### src/design/tsa_pkg.sv
`timescale 1ns / 1ps
`default_nettype none

package tsa_pkg;

	// Configuration register indexes
	localparam int CFG_INDEX_BITS = 2;
	localparam logic [CFG_INDEX_BITS-1:0] REG_NEO_MODE     = 2'd0;
	localparam logic [CFG_INDEX_BITS-1:0] REG_PADDED_WIDTH = 2'd1;

	localparam int WIDTH_BITS  = 15;
	localparam int OFFSET_BITS = 32;
	localparam logic [WIDTH_BITS-1:0] PADDED_WIDTH_RESET = 15'd1920;

	// Macro tiles are 128 pixels wide; rows per macro tile depend on mode
	localparam int MACRO_X_SHIFT     = 7;
	localparam int MACRO_Y_SHIFT     = 6;
	localparam int MACRO_Y_SHIFT_NEO = 7;

	// Coordinates are widened to this for the swizzle functions
	localparam int SWZ_BITS = 16;

	typedef logic [SWZ_BITS-1:0] swz_coord_t;

	// Byte offset within the micro tile (element index times four)
	function automatic logic [7:0] elem_bytes(input swz_coord_t x, input swz_coord_t y);
		return {y[2], y[1], x[2], y[0], x[1], x[0], 2'b00};
	endfunction

	// Pipe and bank bits packed as they land in offset bits 14:8
	function automatic logic [6:0] pipe_bank(input swz_coord_t x, input swz_coord_t y,
			input logic neo);
		logic [3:0] pipe;
		logic [3:0] bank;
		pipe[0] = x[3] ^ y[3] ^ x[4];
		pipe[1] = x[4] ^ y[4];
		pipe[2] = x[5] ^ y[5];
		pipe[3] = x[6] ^ y[5];
		if (neo) begin
			bank[0] = x[7] ^ y[6];
			bank[1] = x[8] ^ y[5] ^ y[6];
			bank[2] = x[9] ^ y[4];
			bank[3] = 1'b0;
			return {bank[2:0], pipe[3:0]};
		end else begin
			bank[0] = x[6] ^ y[6];
			bank[1] = x[7] ^ y[5] ^ y[6];
			bank[2] = x[8] ^ y[4];
			bank[3] = x[9] ^ y[3];
			return {bank[3:0], pipe[2:0]};
		end
	endfunction

endpackage

`default_nettype wire

### src/design/tiled_surface_address_top.sv
// Tiled surface address generator, 32 bits per pixel, 2D thin macro tiling.
// Input channel: in_valid/in_ready with pixel_x and pixel_y. Output channel:
// out_valid/out_ready with byte_offset, the byte offset of the pixel.
// Configuration channel: cfg_valid/cfg_ready with cfg_index and cfg_data;
// index 0 is neo_mode (bit 0), index 1 is padded_width (bits 14:0), other
// indexes are ignored. cfg_ready is always high; write only while idle.
// From input acceptance to out_valid a word passes one input register,
// then the swizzle, a narrow row-by-width multiply and an add into the
// result register. Throughput is one word per clock while the receiver
// takes results, set by the two-register pipeline with no iterating unit.
// When the receiver stalls the result register holds; the input register
// still takes a word while it is empty, and in_ready drops only when both
// hold a word. in_ready follows out_ready within the same cycle.
// Reset empties both stages and sets neo_mode to 0 and padded_width to 1920.
`timescale 1ns / 1ps
`default_nettype none

module tiled_surface_address_top #(
	parameter int COORD_BITS = 14
) (
	input  wire                                  clk,
	input  wire                                  arst_n,
	input  wire                                  in_valid,
	output logic                                 in_ready,
	input  wire  [COORD_BITS-1:0]                pixel_x,
	input  wire  [COORD_BITS-1:0]                pixel_y,
	output logic                                 out_valid,
	input  wire                                  out_ready,
	output logic [tsa_pkg::OFFSET_BITS-1:0]      byte_offset,
	input  wire                                  cfg_valid,
	output logic                                 cfg_ready,
	input  wire  [tsa_pkg::CFG_INDEX_BITS-1:0]   cfg_index,
	input  wire  [tsa_pkg::WIDTH_BITS-1:0]       cfg_data
);

	localparam int ROW_BITS = COORD_BITS - tsa_pkg::MACRO_Y_SHIFT;
	localparam int PER_ROW_BITS = tsa_pkg::WIDTH_BITS - tsa_pkg::MACRO_X_SHIFT;
	localparam int MT_BITS = ROW_BITS + PER_ROW_BITS + 1;

	logic                              neo_mode_q;
	logic [tsa_pkg::WIDTH_BITS-1:0]    padded_width_q;

	logic                              valid_s1;
	logic [COORD_BITS-1:0]             x_s1;
	logic [COORD_BITS-1:0]             y_s1;
	logic                              valid_s2;
	logic [tsa_pkg::OFFSET_BITS-1:0]   offset_s2;

	logic                              adv_s2;
	logic                              move_s1;

	tsa_pkg::swz_coord_t               x_w;
	tsa_pkg::swz_coord_t               y_w;
	logic [PER_ROW_BITS-1:0]           per_row;
	logic [ROW_BITS-1:0]               mt_row;
	logic [ROW_BITS+PER_ROW_BITS-1:0]  row_base;
	logic [MT_BITS-1:0]                mt_index;
	logic [tsa_pkg::OFFSET_BITS-1:0]   upper;
	logic [tsa_pkg::OFFSET_BITS-1:0]   offset_d;

	assign cfg_ready = 1'b1;

	always_ff @(posedge clk or negedge arst_n) begin
		if (!arst_n) begin
			neo_mode_q     <= 1'b0;
			padded_width_q <= tsa_pkg::PADDED_WIDTH_RESET;
		end else if (cfg_valid && cfg_ready) begin
			case (cfg_index)
				tsa_pkg::REG_NEO_MODE:     neo_mode_q <= cfg_data[0];
				tsa_pkg::REG_PADDED_WIDTH: padded_width_q <= cfg_data;
				default: ;
			endcase
		end
	end

	// Result register frees when empty or taken; input register when empty or it moves on
	assign adv_s2   = !valid_s2 || out_ready;
	assign move_s1  = valid_s1 && adv_s2;
	assign in_ready = !valid_s1 || adv_s2;

	always_ff @(posedge clk or negedge arst_n) begin
		if (!arst_n) begin
			valid_s1 <= 1'b0;
			valid_s2 <= 1'b0;
		end else begin
			if (in_ready) begin
				valid_s1 <= in_valid;
			end
			if (adv_s2) begin
				valid_s2 <= valid_s1;
			end
		end
	end

	always_ff @(posedge clk) begin
		if (in_valid && in_ready) begin
			x_s1 <= pixel_x;
			y_s1 <= pixel_y;
		end
		if (move_s1) begin
			offset_s2 <= offset_d;
		end
	end

	always_comb begin
		x_w      = tsa_pkg::SWZ_BITS'(x_s1);
		y_w      = tsa_pkg::SWZ_BITS'(y_s1);
		per_row  = padded_width_q[tsa_pkg::WIDTH_BITS-1:tsa_pkg::MACRO_X_SHIFT];
		mt_row   = neo_mode_q ? ROW_BITS'(y_s1 >> tsa_pkg::MACRO_Y_SHIFT_NEO)
		                      : ROW_BITS'(y_s1 >> tsa_pkg::MACRO_Y_SHIFT);
		row_base = mt_row * per_row;
		mt_index = MT_BITS'(row_base) + MT_BITS'(x_s1 >> tsa_pkg::MACRO_X_SHIFT);
		// Offset from bit 15 up: macro tile index in 32768-byte units, two tiles per
		// macro tile in neo mode with y bit 3 choosing the tile
		upper    = neo_mode_q ? (tsa_pkg::OFFSET_BITS'(mt_index) << 1) |
		                        tsa_pkg::OFFSET_BITS'(y_s1[3])
		                      : tsa_pkg::OFFSET_BITS'(mt_index);
		offset_d = {upper[16:0], tsa_pkg::pipe_bank(x_w, y_w, neo_mode_q),
		            tsa_pkg::elem_bytes(x_w, y_w)};
	end

	assign out_valid   = valid_s2;
	assign byte_offset = offset_s2;

`ifndef SYNTHESIS
	a_in_fills_s1 : assert property (@(posedge clk) disable iff (!arst_n)
		in_valid && in_ready |=> valid_s1)
		else $error("accepted word did not reach the input register");

	a_move_fills_s2 : assert property (@(posedge clk) disable iff (!arst_n)
		move_s1 |=> out_valid)
		else $error("word leaving the input register did not reach the output");

	a_word_aligned : assert property (@(posedge clk) disable iff (!arst_n)
		out_valid |-> byte_offset[1:0] == 2'b00)
		else $error("offset not on a pixel boundary");

	a_neo_write : assert property (@(posedge clk) disable iff (!arst_n)
		cfg_valid && cfg_index == tsa_pkg::REG_NEO_MODE |=> neo_mode_q == $past(cfg_data[0]))
		else $error("mode register write lost");
`endif

endmodule

`default_nettype wire
### config.mk
export PLATFORM = sky130hd
export DESIGN_NAME = tiled_surface_address_top
export DESIGN_NICKNAME = d
export VERILOG_FILES = /design/src/design/tsa_pkg.sv /design/src/design/tiled_surface_address_top.sv
export SDC_FILE = /design/constraint.sdc
export NUM_CORES = 1
export LEC_CHECK = 0
export ABC_AREA = 1
export BUFFER_PORTS_ARGS = -buffer_cell sky130_fd_sc_hd__buf_2
export CORE_AREA = 2 2 115 117
export DETAILED_ROUTE_END_ITERATION = 12
export DIE_AREA = 0 0 117 119
export PLACE_DENSITY = 0.61
export SLEW_MARGIN = 15
export SYNTH_ARGS = -nofsm -noshare
export SYNTH_HDL_FRONTEND = slang
export SYNTH_SLANG_ARGS = --single-unit
### constraint.sdc
create_clock -name clk -period 5.61 [get_ports clk]
set_clock_uncertainty 0.15 [all_clocks]
set_input_delay 0.8415 -clock clk [delete_from_list [all_inputs] [get_ports clk]]
set_output_delay 0.8415 -clock clk [all_outputs]
set_load 0.005 [all_outputs]
### Word level (Yosys, flattened, before mapping)

Cells that the tools add are included.

* bits in registers: 76
* bits in latches: 0
* memory bits (writable): 0
* memory bits (read-only): 0
* input bits: 50
* output and inout bits: 35
* word-level logic and storage cells: 37
* memories: 0

* add/subtract/negate cells: 1
* multiply operators: 1
* div/mod/pow operators: 0
* order comparisons: 0
* equality and inequality tests: 1
* shift-type cells: 0
* multiplexer cells: 3
* bitwise gates (word level): 15
* reduce and logical (&&, ||, !) cells: 9

Operators by type and width (number)
* $add A16 B7 Y17: 1
* $mux W17: 1
* $or A17 B1 Y17: 1
* $mul A8 B8 Y16: 1
* $xor A1 B1 Y1: 14
* $mux W8: 1
* $mux W7: 1
* $reduce_and A2 Y1: 2
* $eq A2 B1 Y1 const B: 1
* $logic_and A1 B1 Y1: 2
* $logic_not A1 Y1: 2
* $logic_not A2 Y1: 1
* $logic_or A1 B1 Y1: 2

### Longest topological paths before layout

Gate-level depths: netlist of run 1.

* word-level depth: 5
* gate-level depth with buffers: 23
* gate-level depth less buffers: 23

### Worst setup path before layout of run 1

OpenSTA, ideal clock, no wires.

* path type: flip-flop to flip-flop
* from: register neo_mode_q
* to: register offset_s2, in the netlist byte_offset[27], data pin
* setup time: 0.253 ns
* data arrival time: 4.059 ns
* data required time: 5.207 ns
* slack: 1.148 ns
* stages on the path, launching flop included: 21
* path buffers: 1
* period minus slack after synthesis: 4.462 ns
* path through: dfrtp_1 buf_2 o21ai_2 inv_1 nand2_1 fa_1 fa_1 inv_1 fa_1 inv_1 fa_1 inv_1 ha_1 nand2_1 inv_1 nand2_1 nand3_2 nand2_1 nand3b_1 nand3_1 nand2_1

* cells in the longest elaborated chain, start to end: 5

Ends and longest elaborated chain
* start, declared: line tiled_surface_address_top.sv:40 `logic neo_mode_q;`
* start signal, assigned: line tiled_surface_address_top.sv:69 `tsa_pkg::REG_NEO_MODE: neo_mode_q <= cfg_data[0];`
* $mux W8: line tiled_surface_address_top.sv:109 `mt_row = neo_mode_q ? ROW_BITS'(y_s1 >> tsa_pkg::MACRO_Y_SHIFT_NEO)`
* $mul A8 B8 Y16: line tiled_surface_address_top.sv:111 `row_base = mt_row * per_row;`
* $add A16 B7 Y17: line tiled_surface_address_top.sv:112 `mt_index = MT_BITS'(row_base) + MT_BITS'(x_s1 >> tsa_pkg::MACRO_X_SHIFT);`
* $or A17 B1 Y17: line tiled_surface_address_top.sv:115 `upper = neo_mode_q ? (tsa_pkg::OFFSET_BITS'(mt_index) << 1) |`
* $mux W17 (*): line tiled_surface_address_top.sv:115
* net offset_d (one bit): line tiled_surface_address_top.sv:59 `logic [tsa_pkg::OFFSET_BITS-1:0] offset_d;`
* end signal, assigned: line tiled_surface_address_top.sv:101 `offset_s2 <= offset_d;`
* end, declared: line tiled_surface_address_top.sv:47 `logic [tsa_pkg::OFFSET_BITS-1:0] offset_s2;`

The timed path passes the listed nets; every way through them passes the cells marked *.
A chain may end at the register's enable or synchronous reset.

### Worst setup path after layout of run 1

* from: register neo_mode_q
* to: register offset_s2, in the netlist byte_offset[28], data pin

Same word-level chain as after synthesis.

==> results of run 1 <==
==> registers in the layout, summed over array words and instances, names as in the netlist <==
signal	flops
valid_s1	1
x_s1	14
y_s1	14
out_valid	1
byte_offset	30
neo_mode_q	1
padded_width_q	8
==> per-stage QoR <==
stage | std cells | hold WS, ns
after detailed placement | 793 | 0.255
after global placement | 793 | 0.251
after floorplan | 549 | 0.250
final | 809 | 0.207
after global routing | 809 | 0.217
after CTS | 809 | 0.208
==> layer usage <==
| layer | track usage [%] | up-vias | part of all wire [%] | routed length [µm] |
|---|---|---|---|---|
| met4 | 5.07 | 0 | 1.3 | 135 |
| met5 | 0 | - | 0 | 0 |
| li1 | - | 1849 | - | - |
| met3 | 4.43 | 10 | 4.0 | 409 |
| met2 | 27.0 | 75 | 49 | 4960 |
| met1 | 20.5 | 1685 | 46 | 4630 |
==> cells by family (layout without fill, tap and decap cells) <==
kind of cell               after synthesis  in the layout  share of synthesized area [%]
and+or+nand+nor                        216            216                           17.3
buffers and inverters                  127            211                           9.67
adders and majority gates               84             84                           26.8
DFF                                     69             69                           39.5
AOI/OAI and AO/OA                       33             33                           3.66
xor gates and xnor gates                17             17                           2.91
other                                    2              3                          0.147
==> cell type report <==
cell class | instances | area [µm²] | share of cell area [%]
Clock inverter | 7 | 56.3 | 0.942
Inverter | 118 | 443 | 7.41
Clock buffer | 9 | 225 | 3.77
Multi-Input combinational cell | 353 | 2620 | 43.8
Sequential cell | 69 | 2020 | 33.8
Timing Repair Buffer | 77 | 390 | 6.53
Tap cell | 176 | 220 | 3.69
==> cells in the final DEF (no fill, tap or decap), types with 6 or more instances in the layout <==
master,synthesis,final
sky130_fd_sc_hd__dfrtp_1,7,7
sky130_fd_sc_hd__clkbuf_16,0,9
sky130_fd_sc_hd__buf_2,6,75
sky130_fd_sc_hd__nand3_1,21,21
sky130_fd_sc_hd__edfxtp_1,58,58
sky130_fd_sc_hd__nand2_1,119,119
sky130_fd_sc_hd__ha_1,41,41
sky130_fd_sc_hd__fa_1,43,43
sky130_fd_sc_hd__a21oi_1,16,15
sky130_fd_sc_hd__inv_1,115,115
sky130_fd_sc_hd__o21ai_0,11,11
sky130_fd_sc_hd__xnor2_1,8,8
sky130_fd_sc_hd__o21ai_2,6,6
sky130_fd_sc_hd__nor2_1,62,62
sky130_fd_sc_hd__xor2_1,9,9
==> path summary, 6_finish.rpt <==
kind                       slack [ns]                 end  cells past startpoint
max                              0.65     byte_offset[28]                     20
min                              0.21          neo_mode_q                      1
max reg2reg                      0.65     byte_offset[28]                     20
min reg2reg                      0.27      byte_offset[3]                      0
max in group asynchronous        4.84  padded_width_q[10]                      1
min in group clk                 0.27      byte_offset[3]                      0
==> out/summary.log, run 1 <==
[sta] setup total negative slack 0 ns
[placed_design] Final Wtd Congestion 0.836
[routing] iteration-0 DRC count of the detailed router 176
[worst_setup_path] origin of the critical flop-to-flop path neo_mode_q
[floorplanning] DIE WIDTH 117 µm
[sta] post-route clock period utilization 88.5%
[sta] final hold violations 0
[min_path] type of the worst min-delay path in2async
[worst_setup_path] critical path class reg2reg
[sta] worst path setup slack after routing 0.648 ns
[grt] number of global-route vias before repair 3792
[grt] total routing usage reported by global routing 16.2%
[synthesis] most common cell in the netlist sky130_fd_sc_hd__nand2_1
[worst_setup_path] dominant delay contributor by cell family on the critical path adder cells
[routing] remaining design rule violation count 0
[placed_design] IO buf count 75
[grt] global-route wire length before repair 17400 µm
[clock_network] clk root buf sky130_fd_sc_hd__clkbuf_16
[worst_setup_path] slowest cell on the critical path sky130_fd_sc_hd__fa_1
[clock_network] source-to-sink clock delay at the later pin of the worst-skew pair 0.34 ns
[floorplanning] initial cell density of the core 39.8%
[grt] overall overflow remaining after global route 0
[flow_run] max cap viols 0
[finish] cell area after layout 5980 µm²
[worst_setup_path] Worst Setup Start Kind flop
[finish] diode insertion count for antenna repair 0
[routing] wire length per cell after detailed routing 12.5 µm
[grt] maximum number of pins on one net before global-route repair 31
[finish] core utilization of the finished layout 46.4%
[synthesis] number of cells produced by synthesis 548
[sta] f_max 202 MHz
[floorplanning] CORE AREA 12900 µm²
[floorplanning] number of placement rows 42
[routing] Routed Antenna Nets 0
[synthesis] netlist area before placement 5120 µm²
[sta] slew at the pin closest to its max-slew limit 1.05 ns
[clock_network] number of levels the H-tree was split into 3
[placed_design] Detail Placement HPWL 8230 µm
[routing] 1st-pass router iterations 6
[finish] share of cells above drive strength 1 18.0%
[sta] RSZ-0062 raised after global routing false
[finish] Synth-to-Final Area Change 16.7%
[placed_design] standard cell area after detailed placement 5690 µm²
[worst_setup_path] cell breakdown of the critical path buf_4 > o21ai_2 > inv_1 > nand2_1 > fa_1 > fa_1 > inv_1 > fa_1 > inv_1 > fa_1 > inv_1 > ha_1 > nand2_1 > inv_1 > nand2_1 > nand3_2 > nand2_1 > nand3b_1 > nand3_1 > nand2_1
[synthesis] mean post-synth cell area 9.35 µm²
[synthesis] portion of synthesized cell area occupied by the leading cell type 34.0%
[clock_network] post-CTS setup buffer count 0
[synthesis] total number of yosys warnings 0
[worst_setup_path] longest individual stage delay on the worst path 0.55 ns
[synthesis] part of the Yosys area used for sequential elements 39.5%
[floorplanning] die area 13900 µm²
[clock_network] Sinks on Clock Net 69
[finish] fill cell total of the finished layout 1274
[floorplanning] y dimension of the die 119 µm
[synthesis] number of flip-flops and latches in the synthesized netlist 69
[clock_network] clock tree from TritonCTS done
[synthesis] biggest area consumer among synthesized cells sky130_fd_sc_hd__edfxtp_1
[finish] net count of the finished layout 762
[placed_design] worst slack at placement 0.637 ns
[sta] # setup viols final 0
[synthesis] cell types with the highest counts after synthesis sky130_fd_sc_hd__nand2_1, sky130_fd_sc_hd__inv_1, sky130_fd_sc_hd__nor2_1, sky130_fd_sc_hd__edfxtp_1, sky130_fd_sc_hd__fa_1
[routing] routed vias 3619
[worst_setup_path] sort of element at the end of the critical path flop
[clock_network] largest buffer count on any clock path 2
[synthesis] ys async rst share 15.9%
[worst_setup_path] buffering stage count on the worst path with inverters included 6
[synthesis] number of enable flip-flop cells after synthesis 58
[worst_setup_path] CP required 5.56 ns
[routing] total wire length 10100 µm
[worst_setup_path] startpoint of the most critical setup path neo_mode_q
[worst_setup_path] WP data arrival 4.91 ns
[sta] post-route minimum period 4.96 ns
[clock_network] clock transition at the registers of the reported paths 0.06 ns
[grt] number of antenna violations at the first check in global routing 0
[outcome] status completed
[clock_network] TritonCTS buffer count 9
[synthesis] distinct cell type count after synthesis 23
[routing] number of vias per cell 4.47
[synthesis] Post-synth top flop sky130_fd_sc_hd__edfxtp_1
[sta] final-report max-slew violation count 0
[worst_setup_path] Max FO, Critical Path 30
[floorplanning] number of primary I/O pins 85
[clock_network] Hold Buf Count CTS 0
[sta] Max-Slew Margin vs Limit 29.9%
[synthesis] cell types occupying the most area after synthesis sky130_fd_sc_hd__edfxtp_1, sky130_fd_sc_hd__fa_1, sky130_fd_sc_hd__ha_1
[clock_network] post_cts resized 0
Power of run 1 is not shown: default switching activity piles up to over one toggle a cycle in this logic, so the estimate is an artifact.
==> inputs of run 2 (changes only) <==
--- a/config.mk
+++ b/config.mk
@@ -7,8 +7,7 @@
 export LEC_CHECK = 0
-export ABC_AREA = 1
 export BUFFER_PORTS_ARGS = -buffer_cell sky130_fd_sc_hd__buf_2
-export CORE_AREA = 2 2 115 117
+export CORE_AREA = 2 2 114 116
 export DETAILED_ROUTE_END_ITERATION = 12
-export DIE_AREA = 0 0 117 119
-export PLACE_DENSITY = 0.61
+export DIE_AREA = 0 0 116 118
+export PLACE_DENSITY = 0.6
 export SLEW_MARGIN = 15
==> constraint.sdc (replaced) <==
create_clock -name clk -period 5.61 [get_ports clk]
set_clock_uncertainty 0.15 [all_clocks]
set_input_delay 0.2805 -clock clk [delete_from_list [all_inputs] [get_ports clk]]
set_output_delay 0.2805 -clock clk [all_outputs]
set_load 0.005 [all_outputs]
==> out/summary.log, run 2 <==
[clock_network] source-to-sink clock delay at the later pin of the worst-skew pair 0.33 ns
[routing] iteration-0 DRC count of the detailed router 90
[clock_network] number of levels the H-tree was split into 3
[synthesis] Post-synth top flop sky130_fd_sc_hd__edfxtp_1
[floorplanning] DIE WIDTH 116 µm
[synthesis] distinct cell type count after synthesis 39
[finish] net count of the finished layout 666
[sta] # setup viols final 0
[worst_setup_path] CP required 5.53 ns
[sta] RSZ-0062 raised after global routing false
[floorplanning] die area 13700 µm²
[clock_network] clock transition at the registers of the reported paths 0.06 ns
[finish] share of cells above drive strength 1 24.0%
[worst_setup_path] cell seen most often among critical-path stages sky130_fd_sc_hd__fa_1
[finish] most common cell after layout, fill and taps aside sky130_fd_sc_hd__buf_2
[routing] total wire length 8850 µm
[floorplanning] CORE AREA 12400 µm²
[synthesis] cell types occupying the most area after synthesis sky130_fd_sc_hd__edfxtp_1, sky130_fd_sc_hd__fa_1, sky130_fd_sc_hd__ha_1
[flow_run] max cap viols 0
[grt] maximum number of pins on one net before global-route repair 31
[routing] wire length per cell after detailed routing 12.5 µm
[finish] diode insertion count for antenna repair 0
[routing] remaining design rule violation count 0
[synthesis] cell types with the highest counts after synthesis sky130_fd_sc_hd__inv_1, sky130_fd_sc_hd__edfxtp_1, sky130_fd_sc_hd__fa_1, sky130_fd_sc_hd__ha_1, sky130_fd_sc_hd__nand2_1
[clock_network] TritonCTS buffer count 9
[sta] post-route clock period utilization 93.5%
[sta] f_max 191 MHz
[synthesis] mean post-synth cell area 12.0 µm²
[synthesis] ys async rst share 15.9%
[floorplanning] y dimension of the die 118 µm
[sta] final-report max-slew violation count 0
[worst_setup_path] WP data arrival 5.17 ns
[floorplanning] number of primary I/O pins 85
[clock_network] post-CTS setup buffer count 0
[finish] leading cell types in the layout, fill and taps excluded sky130_fd_sc_hd__buf_2, sky130_fd_sc_hd__inv_1, sky130_fd_sc_hd__edfxtp_1
[finish] flip-flop count of the largest register, all copies and words added 30
[placed_design] Final Wtd Congestion 0.836
[clock_network] clock tree from TritonCTS done
[synthesis] most common cell in the netlist sky130_fd_sc_hd__inv_1
[clock_network] Sinks on Clock Net 69
[placed_design] IO buf count 75
[synthesis] part of the Yosys area used for sequential elements 40.5%
[finish] Synth-to-Final Area Change 23.5%
[power_and_ir_drop] overall power after layout 3.82 mW
[grt] number of antenna violations at the first check in global routing 0
[grt] total routing usage reported by global routing 14.3%
[floorplanning] number of placement rows 41
[worst_setup_path] sort of element at the end of the critical path flop
[routing] Routed Antenna Nets 0
[worst_setup_path] longest individual stage delay on the worst path 0.58 ns
[worst_setup_path] dominant delay contributor by cell family on the critical path adder cells
[synthesis] portion of synthesized cell area occupied by the leading cell type 34.9%
[clock_network] clk root buf sky130_fd_sc_hd__clkbuf_16
[routing] routed vias 3164
[synthesis] number of enable flip-flop cells after synthesis 58
[min_path] type of the worst min-delay path in2reg
[worst_setup_path] Max FO, Critical Path 11
[synthesis] biggest area consumer among synthesized cells sky130_fd_sc_hd__edfxtp_1
[synthesis] number of flip-flops and latches in the synthesized netlist 69
[clock_network] largest buffer count on any clock path 2
[grt] overall overflow remaining after global route 0
[sta] final hold violations 0
[placed_design] Detail Placement HPWL 6900 µm
[power_and_ir_drop] PwrDens 619 nW/µm²
[routing] 1st-pass router iterations 4
[synthesis] netlist area before placement 4990 µm²
[grt] number of global-route vias before repair 3392
[worst_setup_path] critical path class reg2reg
[synthesis] number of cells produced by synthesis 415
[synthesis] total number of yosys warnings 0
[sta] setup total negative slack 0 ns
[worst_setup_path] buffering stage count on the worst path with inverters included 2
[sta] post-route minimum period 5.25 ns
[routing] number of vias per cell 4.46
[worst_setup_path] register-to-register path setup slack 0.36 ns
[outcome] status completed
[power_and_ir_drop] LEAKAGE 2.86 nW
[power_and_ir_drop] worst voltage drop across the vdd grid 337 µV
[worst_setup_path] Worst Setup Start Kind flop
[worst_setup_path] slowest cell on the critical path sky130_fd_sc_hd__dfrtp_1
[grt] global-route wire length before repair 15500 µm
[floorplanning] initial cell density of the core 40.2%
[worst_setup_path] cell breakdown of the critical path mux2_2 > and2_1 > fa_1 > fa_1 > fa_1 > inv_1 > fa_1 > inv_1 > ha_1 > a21oi_2 > o21ai_1 > or3b_1 > o21bai_1 > xor2_1 > mux2i_1
-- run 2: cell types whose count changed in the layout (fill, tap and decap cells not counted), sizes merged, moves of 9 or more --
cell,change
and2,+26
dlygate4sd3,+30
inv,-57
mux2,+22
nand2,-90
nand2b,+9
nand3,-22
nor2,-53
nor2b,+22
o21ai,-10
-- run 2: layout make-up --
type | count | area, µm²
flip-flops and latches | 69 | 2020
inverters | 64 | 240
fillers | 1168 | 6250
clock inverters | 6 | 40.0
multi-input cells | 276 | 2690
clock buffers | 10 | 229
repair buffers | 112 | 728
well taps | 172 | 215
-- run 2: worst paths after layout --
check | from | to | cells past startpoint
worst max-delay path | neo_mode_q | byte_offset[31] | 15
worst min-delay path | cfg_data[7] | padded_width_q[7] | 2
worst max register to register | neo_mode_q | byte_offset[31] | 15
worst min register to register | y_s1[1] | byte_offset[6] | 0
max in group asynchronous | arst_n | padded_width_q[10] | 2
min in group asynchronous | arst_n | valid_s1 | 2
-- run 2: through the flow --
stage	hold slack, ns	utilization [%]	cells	area (µm²)	setup WS [ns]
after floorplan	-0.165	-	416	5000	0.555
final	0.0275	49.7	709	6170	0.363
after detailed placement	0.00993	45.1	663	5600	0.360
after global placement	0.00705	45.1	663	5600	0.411
after CTS	0.0162	49.7	709	6170	0.334
after global routing	0.0287	49.7	709	6170	0.0312
-- run 2: timing repair --
item                                   4_1_cts  5_1_grt
endpoints found under the hold margin       40        0
gates resized for setup                      0        0
hold buffers                                30        0
-- run 2: per-layer routing --
metal	vias to the layer above	share of wire (%)	track usage, %
li1	1597	-	-
met1	1489	48	18.9
met2	67	47	23.5
met3	11	3.4	2.52
met4	0	1.7	5.36
met5	-	0	0
-- run 2: report_power, final --
part           internal [mW]  switching (mW)
Combinational           1.16            1.32
Clock                  0.298           0.211
Sequential             0.776          0.0516
Total                   2.23            1.59
-- run 2: logic make-up (layout without fill, tap and decap cells) --
logic type / after synthesis / count (layout) / synth area share (%)
other: 2 / 3 / 0.150
adders and majority gates: 84 / 84 / 27.5
DFF: 69 / 69 / 40.5
buffers and inverters: 71 / 192 / 5.66
muxes: 30 / 30 / 6.56
xor gates and xnor gates: 22 / 22 / 3.86
and+or+nand+nor: 103 / 103 / 11.3
AOI/OAI and AO/OA: 34 / 34 / 4.51
Power figures use the tool's default switching activity.
==> inputs of run 3 (changes only) <==
--- a/config.mk
+++ b/config.mk
@@ -8,2 +8,3 @@
 export BUFFER_PORTS_ARGS = -buffer_cell sky130_fd_sc_hd__buf_2
+export CAP_MARGIN = 30
 export CORE_AREA = 2 2 114 116
==> constraint.sdc (replaced) <==
create_clock -name clk -period 5.61 [get_ports clk]
set_clock_uncertainty 0.15 [all_clocks]
set_input_delay 1.122 -clock clk [delete_from_list [all_inputs] [get_ports clk]]
set_output_delay 1.122 -clock clk [all_outputs]
set_load 0.005 [all_outputs]
==> out/summary.log, run 3 (same netlist as run 2, synthesis figures left out) <==
[grt] overall overflow remaining after global route 0
[floorplanning] number of placement rows 41
[clock_network] Hold Buf Count CTS 0
[outcome] status completed
[grt] total routing usage reported by global routing 14.5%
[routing] iteration-0 DRC count of the detailed router 94
[worst_setup_path] CP required 5.54 ns
[finish] flip-flop count of the largest register, all copies and words added 30
[clock_network] source-to-sink clock delay at the later pin of the worst-skew pair 0.34 ns
[worst_setup_path] WP data arrival 5.21 ns
[sta] Final Hold Slack 0.267 ns
[placed_design] Detail Placement HPWL 6950 µm
[routing] wire length per cell after detailed routing 13.1 µm
[finish] area of the multi-input gates 2690 µm²
[floorplanning] number of primary I/O pins 85
[placed_design] IO buf count 75
[clock_network] clock transition at the registers of the reported paths 0.06 ns
[clock_network] post_cts resized 0
[sta] final-report max-slew violation count 0
[clock_network] TritonCTS buffer count 9
[sta] f_max 189 MHz
[finish] number of cells in the finished layout apart from fillers 679
[routing] 1st-pass router iterations 4
[power_and_ir_drop] LEAKAGE 2.75 nW
[floorplanning] y dimension of the die 118 µm
[sta] RSZ-0062 raised after global routing false
[worst_setup_path] sort of element at the end of the critical path flop
[sta] post-route clock period utilization 94.2%
[worst_setup_path] Worst Setup Start Kind flop
[power_and_ir_drop] PwrDens 660 nW/µm²
[routing] remaining design rule violation count 0
[finish] leading cell types in the layout, fill and taps excluded sky130_fd_sc_hd__buf_2, sky130_fd_sc_hd__inv_1, sky130_fd_sc_hd__edfxtp_1
[finish] net count of the finished layout 636
[finish] share of cells above drive strength 1 25.8%
[finish] fill cell total of the finished layout 1172
[floorplanning] die area 13700 µm²
[flow_run] max cap viols 0
[floorplanning] DIE WIDTH 116 µm
[clock_network] clock tree from TritonCTS done
[clock_network] clk root buf sky130_fd_sc_hd__clkbuf_16
[placed_design] Final Wtd Congestion 0.829
[finish] Synth-to-Final Area Change 18.1%
[floorplanning] CORE AREA 12400 µm²
[clock_network] post-CTS setup buffer count 0
[clock_network] largest buffer count on any clock path 2
[sta] # setup viols final 0
[routing] total wire length 8910 µm
[clock_network] number of levels the H-tree was split into 3
[finish] most common cell after layout, fill and taps aside sky130_fd_sc_hd__buf_2
[grt] number of antenna violations at the first check in global routing 0
[routing] number of vias per cell 4.52
[worst_setup_path] Max FO, Critical Path 11
[routing] Routed Antenna Nets 0
[finish] diode insertion count for antenna repair 0
[power_and_ir_drop] worst voltage drop across the vdd grid 347 µV
[grt] number of global-route vias before repair 3289
[sta] setup total negative slack 0 ns
[min_path] type of the worst min-delay path reg2reg
[worst_setup_path] critical path class reg2reg
[finish] Sequential cell area 2020 µm²
[clock_network] Sinks on Clock Net 69
[grt] maximum number of pins on one net before global-route repair 31
[grt] global-route wire length before repair 15500 µm
[placed_design] Placed Cells incl. Taps 663
[floorplanning] initial cell density of the core 40.2%
[sta] post-route minimum period 5.29 ns
[routing] routed vias 3068
[finish] core utilization of the finished layout 47.5%
[sta] final hold violations 0
-- run 3: power breakdown --
group / internal (mW) / switching (mW) / total (mW) / leakage [nW]
Sequential: 0.776 / 0.0534 / 0.829 / 0.681
Combinational: 1.15 / 1.34 / 2.49 / 1.92
Clock: 0.345 / 0.224 / 0.569 / 0.146
-- run 3: area by class of cell --
class	instances	area share [%]
inverter	64	4.07
clock buffer	9	3.82
sequential	69	34.3
timing repair buffer	82	7.26
multi-input combinational	276	45.7
clock inverter	7	1.25
tap	172	3.65
-- run 3: metrics by stage --
step	area (µm²)	setup slack, ns	power [mW]
after floorplan	5000	0.555	2.85
final	5900	0.324	3.89
after detailed placement	5600	0.312	3.32
after global placement	5600	0.345	3.31
after global routing	5900	0.0448	4.34
after CTS	5900	0.308	3.93
-- run 3: per-layer routing --
layer  track usage, %  vias up  share of wire [%]
met3             3.50       12                3.7
met4             5.51        0                1.6
li1                 -     1533                  -
met1             19.6     1461                 49
met2             22.5       62                 46
met5                0        -                  0
-- run 3: critical path: stages, from the launching register on --
cell                       delay (ns)
sky130_fd_sc_hd__dfrtp_1         0.58
sky130_fd_sc_hd__mux2_2          0.48
sky130_fd_sc_hd__and2_1          0.21
sky130_fd_sc_hd__fa_1            0.56
sky130_fd_sc_hd__fa_1            0.44
sky130_fd_sc_hd__fa_1            0.54
sky130_fd_sc_hd__inv_1           0.05
sky130_fd_sc_hd__fa_1            0.52
sky130_fd_sc_hd__inv_1           0.04
sky130_fd_sc_hd__ha_1            0.35
sky130_fd_sc_hd__a21oi_2         0.17
sky130_fd_sc_hd__o21ai_1         0.15
sky130_fd_sc_hd__or3b_1          0.37
sky130_fd_sc_hd__o21bai_1        0.15
sky130_fd_sc_hd__xor2_1          0.15
sky130_fd_sc_hd__mux2i_1         0.08
-- run 3: path summary, 6_finish.rpt --
| check | cells after the start | end | startpoint | slack [ns] |
|---|---|---|---|---|
| worst max-delay path | 15 | byte_offset[31] | neo_mode_q | 0.32 |
| max in group asynchronous | 1 | padded_width_q[8] | arst_n | 4.57 |
| worst min register to register | 0 | byte_offset[6] | y_s1[1] | 0.27 |
| worst min-delay path | 0 | byte_offset[6] | y_s1[1] | 0.27 |
| worst max register to register | 15 | byte_offset[31] | neo_mode_q | 0.32 |
| min in group asynchronous | 1 | valid_s1 | arst_n | 0.48 |
